### config.mk
export PLATFORM = sky130hd
export DESIGN_NAME = binary_keyvalue_stream_parser
export DESIGN_NICKNAME = d
export VERILOG_FILES = /design/src/rtl/bkv_pkg.sv /design/src/rtl/binary_keyvalue_stream_parser.sv /design/src/rtl/bkv_core.sv /design/src/rtl/bkv_rfifo.sv
export VERILOG_INCLUDE_DIRS = /design/src /design/src/rtl
export SDC_FILE = /design/constraint.sdc
export NUM_CORES = 1
export LEC_CHECK = 0
export ABC_AREA = 0
export BUFFER_PORTS_ARGS = -buffer_cell sky130_fd_sc_hd__buf_2
export CORE_ASPECT_RATIO = 0.9
export CORE_MARGIN = 3
export CORE_UTILIZATION = 30
export DETAILED_ROUTE_END_ITERATION = 6
export GPL_ROUTABILITY_DRIVEN = 0
export GPL_TIMING_DRIVEN = 0
export HOLD_SLACK_MARGIN = 0.05
export PLACE_DENSITY = 0.46
export SYNTH_ARGS = -nofsm -noshare
export SYNTH_HDL_FRONTEND = slang
export SYNTH_HIERARCHICAL = 1
export SYNTH_SLANG_ARGS = --single-unit
### constraint.sdc
create_clock -name aclk -period 4.76 [get_ports aclk]
set_input_delay 0.238 -clock aclk [delete_from_list [all_inputs] [get_ports aclk]]
set_output_delay 0.238 -clock aclk [all_outputs]
set_load 0.02 [all_outputs]
### src/rtl/binary_keyvalue_stream_parser_defines.svh
// assertion macros for the binary key-value stream parser
// expects aclk and aresetn in the scope of each use
`ifndef BINARY_KEYVALUE_STREAM_PARSER_DEFINES_SVH
`define BINARY_KEYVALUE_STREAM_PARSER_DEFINES_SVH

// antecedent implies consequent in the same cycle
`define BKV_ASSERT_SAME(label, ante, cons) \
    label: assert property (@(posedge aclk) disable iff (!aresetn) (ante) |-> (cons)) \
        else $error("bkv check failed");

// antecedent implies consequent in the next cycle
`define BKV_ASSERT_NEXT(label, ante, cons) \
    label: assert property (@(posedge aclk) disable iff (!aresetn) (ante) |=> (cons)) \
        else $error("bkv check failed");

`endif

### src/rtl/bkv_pkg.sv
// shared types and codes for the binary key-value stream parser
// no dependencies
`default_nettype none

package bkv_pkg;

    localparam int DEPTH_BITS = 8;

    localparam logic [1:0] PH_TYPE  = 2'd0;
    localparam logic [1:0] PH_NAME  = 2'd1;
    localparam logic [1:0] PH_KEY   = 2'd2;
    localparam logic [1:0] PH_VALUE = 2'd3;

    localparam logic [2:0] ST_RUN     = 3'd0;
    localparam logic [2:0] ST_OK      = 3'd1;
    localparam logic [2:0] ST_TRUNC   = 3'd2;
    localparam logic [2:0] ST_UNKNOWN = 3'd3;
    localparam logic [2:0] ST_DEPTH   = 3'd4;

    localparam logic [7:0] TYPE_OPEN  = 8'h00;
    localparam logic [7:0] TYPE_PAIR  = 8'h01;
    localparam logic [7:0] TYPE_CLOSE = 8'h08;
    localparam logic [7:0] CHAR_TERM  = 8'h00;

    typedef struct packed {
        logic [7:0] char_byte;
        logic       is_value;
        logic       string_end;
        logic       pair_done;
        logic       finished;
        logic [2:0] parse_status;
    } result_t;

    typedef struct packed {
        logic [1:0] cnt;
        result_t    res0;
        result_t    res1;
    } push_t;

endpackage

`default_nettype wire

### src/rtl/binary_keyvalue_stream_parser.sv
// results are registered in the result queue before they are offered
// throughput: one byte per cycle while the result queue has room; a byte giving
// a character and a status produces two results, the four-entry result queue absorbs them
// reset: synchronous active-low aresetn clears parse state and empties the queue
// depends on bkv_pkg, bkv_core, bkv_rfifo
`default_nettype none

module binary_keyvalue_stream_parser (
    input  wire logic       aclk,
    input  wire logic       aresetn,
    input  wire logic       s_valid,
    output logic            s_ready,
    input  wire logic [7:0] s_in_byte,
    input  wire logic       s_in_last,
    output logic            m_valid,
    input  wire logic       m_ready,
    output logic [7:0]      m_char_byte,
    output logic            m_is_value,
    output logic            m_string_end,
    output logic            m_pair_done,
    output logic            m_finished,
    output logic [2:0]      m_parse_status
);
    import bkv_pkg::*;

    push_t   push;
    result_t out_res;
    logic    room;
    logic    accept;

    assign s_ready = room;
    assign accept  = s_valid && room;

    bkv_core u_core (
        .aclk    (aclk),
        .aresetn (aresetn),
        .accept  (accept),
        .in_byte (s_in_byte),
        .in_last (s_in_last),
        .push    (push)
    );

    bkv_rfifo u_rfifo (
        .aclk      (aclk),
        .aresetn   (aresetn),
        .push      (push),
        .room      (room),
        .out_valid (m_valid),
        .out_ready (m_ready),
        .out_res   (out_res)
    );

    assign m_char_byte    = out_res.char_byte;
    assign m_is_value     = out_res.is_value;
    assign m_string_end   = out_res.string_end;
    assign m_pair_done    = out_res.pair_done;
    assign m_finished     = out_res.finished;
    assign m_parse_status = out_res.parse_status;

endmodule

`default_nettype wire

### src/rtl/bkv_core.sv
// parse state and per-byte decode, producing up to two results per request
// depends on bkv_pkg
`default_nettype none

module bkv_core (
    input  wire logic           aclk,
    input  wire logic           aresetn,
    input  wire logic           accept,
    input  wire logic [7:0]     in_byte,
    input  wire logic           in_last,
    output bkv_pkg::push_t      push
);
    import bkv_pkg::*;

    logic [1:0]            phase_reg, phase_next;
    logic [DEPTH_BITS-1:0] depth_reg, depth_next;
    logic                  stopped_reg, stopped_next;
    logic                  has_char;
    logic [2:0]            st;
    result_t               char_res, stat_res;

    always_ff @(posedge aclk) begin
        if (!aresetn) begin
            phase_reg   <= PH_TYPE;
            depth_reg   <= '0;
            stopped_reg <= 1'b0;
        end else begin
            phase_reg   <= phase_next;
            depth_reg   <= depth_next;
            stopped_reg <= stopped_next;
        end
    end

    always_comb begin
        phase_next   = phase_reg;
        depth_next   = depth_reg;
        stopped_next = stopped_reg;
        has_char     = 1'b0;
        st           = ST_RUN;
        char_res     = '0;
        char_res.char_byte  = in_byte;
        char_res.string_end = (in_byte == CHAR_TERM);
        if (accept) begin
            if (stopped_reg) begin
                if (in_last) begin
                    phase_next   = PH_TYPE;
                    depth_next   = '0;
                    stopped_next = 1'b0;
                end
            end else begin
                case (phase_reg)
                    PH_TYPE: begin
                        if (in_byte == TYPE_CLOSE) begin
                            if (depth_reg == '0) begin
                                st = ST_OK;
                            end else begin
                                depth_next = depth_reg - DEPTH_BITS'(1);
                            end
                        end else if (in_byte == TYPE_OPEN) begin
                            phase_next = PH_NAME;
                        end else if (in_byte == TYPE_PAIR) begin
                            phase_next = PH_KEY;
                        end else begin
                            st = ST_UNKNOWN;
                        end
                    end
                    PH_NAME: begin
                        if (in_byte == CHAR_TERM) begin
                            if (depth_reg == '1) begin
                                st = ST_DEPTH;
                            end else begin
                                depth_next = depth_reg + DEPTH_BITS'(1);
                                phase_next = PH_TYPE;
                            end
                        end
                    end
                    PH_KEY: begin
                        has_char = 1'b1;
                        if (in_byte == CHAR_TERM) begin
                            phase_next = PH_VALUE;
                        end
                    end
                    default: begin
                        has_char           = 1'b1;
                        char_res.is_value  = 1'b1;
                        char_res.pair_done = (in_byte == CHAR_TERM);
                        if (in_byte == CHAR_TERM) begin
                            phase_next = PH_TYPE;
                        end
                    end
                endcase
                if (st == ST_RUN && in_last) begin
                    st = (phase_next == PH_TYPE) ? ST_OK : ST_TRUNC;
                end
                if (st != ST_RUN) begin
                    if (in_last) begin
                        phase_next   = PH_TYPE;
                        depth_next   = '0;
                        stopped_next = 1'b0;
                    end else begin
                        stopped_next = 1'b1;
                    end
                end
            end
        end
    end

    always_comb begin
        stat_res              = '0;
        stat_res.finished     = 1'b1;
        stat_res.parse_status = st;
        push.cnt  = {1'b0, has_char} + {1'b0, (st != ST_RUN)};
        push.res0 = has_char ? char_res : stat_res;
        push.res1 = stat_res;
    end

endmodule

`default_nettype wire

### src/rtl/bkv_rfifo.sv
// four-entry result queue, up to two writes and one read per cycle
// depends on bkv_pkg and binary_keyvalue_stream_parser_defines.svh
`default_nettype none

`include "binary_keyvalue_stream_parser_defines.svh"

module bkv_rfifo (
    input  wire logic         aclk,
    input  wire logic         aresetn,
    input  wire bkv_pkg::push_t push,
    output logic              room,
    output logic              out_valid,
    input  wire logic         out_ready,
    output bkv_pkg::result_t  out_res
);
    import bkv_pkg::*;

    result_t    mem [4];
    logic [1:0] wr_ptr_reg, wr_ptr_next;
    logic [1:0] rd_ptr_reg, rd_ptr_next;
    logic [2:0] count_reg, count_next;
    logic       pop;

    assign pop       = out_valid && out_ready;
    assign out_valid = (count_reg != 3'd0);
    assign out_res   = mem[rd_ptr_reg];
    assign room      = (count_reg <= 3'd2);

    always_comb begin
        wr_ptr_next = wr_ptr_reg + push.cnt;
        rd_ptr_next = rd_ptr_reg + {1'b0, pop};
        count_next  = count_reg + {1'b0, push.cnt} - {2'b0, pop};
    end

    always_ff @(posedge aclk) begin
        if (!aresetn) begin
            wr_ptr_reg <= '0;
            rd_ptr_reg <= '0;
            count_reg  <= '0;
        end else begin
            wr_ptr_reg <= wr_ptr_next;
            rd_ptr_reg <= rd_ptr_next;
            count_reg  <= count_next;
        end
    end

    always_ff @(posedge aclk) begin
        if (push.cnt != 2'd0) begin
            mem[wr_ptr_reg] <= push.res0;
        end
        if (push.cnt == 2'd2) begin
            mem[wr_ptr_reg + 2'd1] <= push.res1;
        end
    end

    `BKV_ASSERT_SAME(a_no_overfill, push.cnt != 2'd0, count_reg <= 3'd2)
    `BKV_ASSERT_SAME(a_count_bound, 1'b1, count_reg <= 3'd4)
    `BKV_ASSERT_NEXT(a_pop_only, pop && push.cnt == 2'd0, count_reg == $past(count_reg) - 3'd1)
    `BKV_ASSERT_SAME(a_second_is_status, push.cnt == 2'd2, push.res1.finished)

endmodule

`default_nettype wire
==> impl_metrics.json <==
{
  "vias_per_cell": 5.05,
  "first_pass_iters": 4,
  "setup_slack_ps": 658,
  "cts_hold_buffers": 0,
  "synth.most_common_cell": "edfxtp_1",
  "overflow": 0,
  "use_met3_pct": 4.02,
  "rows": 43,
  "ys_top_cells_by_area": "edfxtp_1 37%, mux2_2 12%, dfxtp_1 7.5%",
  "status": "finished, final reports clean",
  "core_area_um2": 15500,
  "cts_setup_buffers": 0,
  "dieArea_um2": 17600,
  "p_seq_share_pct": 40.3,
  "crit_path_max_fanout": 15,
  "start_util_pct": 31.0,
  "drive_gt1_share_pct": 36.2,
  "post_drt_wl_per_cell_um": 18.0,
  "min_path_type": "in2reg",
  "synth_top_area_share_pct": 37.4,
  "async_flop_share_pct": 0,
  "cts_buffers": 9,
  "area_growth_pct": 15.8,
  "cts_buffer_depth": 2,
  "period_share_pct": 86.2,
  "grt_max_degree": 16,
  "route.detailed.drc": 0,
  "setup_viol": 0,
  "fin_setup_tns_ps": 0,
  "ioPinCount": 30,
  "largest_reg_flops": 60,
  "synthCells": 389,
  "critPathBufInv": 3,
  "grt_pass1_wl_mm": 18.8,
  "synth_top_flop_cell": "edfxtp_1",
  "drt-initial-drc-count": 143,
  "path_class": "reg2reg",
  "nFillCells": 1531,
  "path_cells": "ha_1, and4_1, nand4_1, and2_1, a211o_1, a21oi_1, ha_1, buf_4, and4bb_2, buf_6, buf_6, a21o_1",
  "htree_levels": 3,
  "p_clk_share_pct": 30.2,
  "slowest_delay_ps": 590,
  "slew_headroom_pct": 49.4,
  "worst_pin_slew_ps": 757,
  "period_needed_ps": 4100,
  "ir_drop_mv": 0.175,
  "grt_use_met2_pct": 22.3,
  "worstSkewPairLatency_ps": 340,
  "grt_pass1_vias": 3302,
  "grt_util_all_layers_pct": 13.8,
  "preCtsSetupSlack_ps": 468,
  "cts-root-buf": "clkbuf_16",
  "final_hold_viol_count": 0,
  "die_w_um": 140,
  "hold_slack_ps": 221,
  "p_leak_uw": 0.00214,
  "synthTopCellsByCount": "60 x edfxtp_1, 52 x mux2_2, 19 x nor2_1",
  "antenna_found_initial": 0,
  "rsz0062_at_grt": "no",
  "nets": 463,
  "finClkSkew_ps": 3.95,
  "syn_area_per_cell_um2": 12.4,
  "cap_violations": 0,
  "ys_warn_count": 6,
  "path_delay_family": "simple AND/OR/NAND/NOR gates",
  "io_buffers": 29,
  "clkSlewWorstSetupHoldPaths_ps": 60,
  "synth.distinct_cells": 64,
  "insertedDiodeCount": 0,
  "ys_seq_area_share_pct": 44.9,
  "p_comb_share_pct": 29.5,
  "tritoncts": "yes",
  "crit_path_end_kind": "register",
  "dpl.hpwl_mm": 8.47,
  "max_freq_mhz": 244,
  "arrival_ps": 4070,
  "drv_slew": 0,
  "critical_path_required_ps": 4730,
  "met1_usage_pct": 18.2,
  "postRouteAntennaNets": 0,
  "r2r_setup_slack_ps": 660,
  "synth_edf_count": 60,
  "swShare_pct": 31.0,
  "p_sw_uw": 641,
  "cellPowerDensity_nw_per_um2": 371,
  "p_int_uw": 1430,
  "drt_wl_total_mm": 11.7,
  "busiest_layer": "met2",
  "synth-seq-cells": 78,
  "die_h_um": 126,
  "synth_area_um2": 4820,
  "crit_path_top_delay_cell": "a21o_1",
  "startpoint_type": "register",
  "vias": 3278,
  "cts_sinks": 78,
  "yosysTopAreaCell": "edfxtp_1",
  "ctsResizeCount": 0
}
## layout by cell type, fill, tap and decap left out, types with 3 or more instances in the layout
cell and count:
mux2_2 52, and3_1 11, buf_2 33, nor3_1 12
o21ai_0 7, dfxtp_1 18, nand4_1 6, a21oi_1 11
o211ai_1 4, buf_8 3, nand2_1 16, buf_4 16
a31oi_1 4, ha_1 7, nand2b_1 5, inv_1 12
conb_1 12, nor2_1 18, edfxtp_1 60, mux2_4 10
nand3_1 8, buf_6 5, clkbuf_16 9, mux4_2 15
and2_1 11, nor4_1 5, nor2b_1 3, clkbuf_1 11
mux2i_1 5
## per-layer routing
metal  wire (um)  up-vias
met4         106        0
met2        5520       80
met5           0        -
li1            -     1591
met1        5460     1600
met3         558        7
## logic make-up (layout without fill, tap and decap cells)
logic type | after synthesis | count (layout) | share of synthesized area, %
flops | 78 | 78 | 44.9
mux | 83 | 83 | 23.6
compound gates | 52 | 52 | 7.74
simple gates | 117 | 117 | 14.6
fa+ha+maj | 8 | 8 | 2.23
xor+xnor | 2 | 2 | 0.935
other cells | 2 | 12 | 0.156
buf+inv | 47 | 95 | 5.87
## cell type report
type	count	area, um^2	area share (%)
clock buffers	10	229	4.10
inverters	12	45.0	0.807
multi-input cells	274	2430	43.5
flip-flops and latches	78	2160	38.8
clock inverters	6	38.8	0.695
plain buffers	35	238	4.26
well taps	202	253	4.53
repair buffers	32	186	3.34
## per-stage QoR
step / power, uW / cell area [um^2] / utilization, % / cells
final: 2070 / 5580 / 35.9 / 649
after global routing: 2190 / 5580 / 35.9 / 649
after CTS: 2110 / 5580 / 35.9 / 649
after detailed placement: 1470 / 5310 / 34.2 / 633
after global placement: 1450 / 5250 / 33.8 / 630
after floorplan: 1280 / 4850 / - / 399
## path summary, 6_finish.rpt
kind	start	to	cells after the start
worst max-delay path	u_core/depth_reg[1]	u_rfifo/mem[2][5]	12
worst max register to register	u_core/depth_reg[1]	u_rfifo/mem[2][5]	12
worst min-delay path	s_in_last	u_core/stopped_reg	2
worst min register to register	u_core/stopped_reg	u_core/stopped_reg	2
## power by group through the flow
stage	sequential, uW	clock (uW)	combinational [uW]
floorplan	842	0	440
detailed placement	850	0	624
finish	835	625	611
global route	841	682	670
CTS	835	652	625
global placement	850	0	601
No activity file was read; power rests on OpenSTA's default activity.
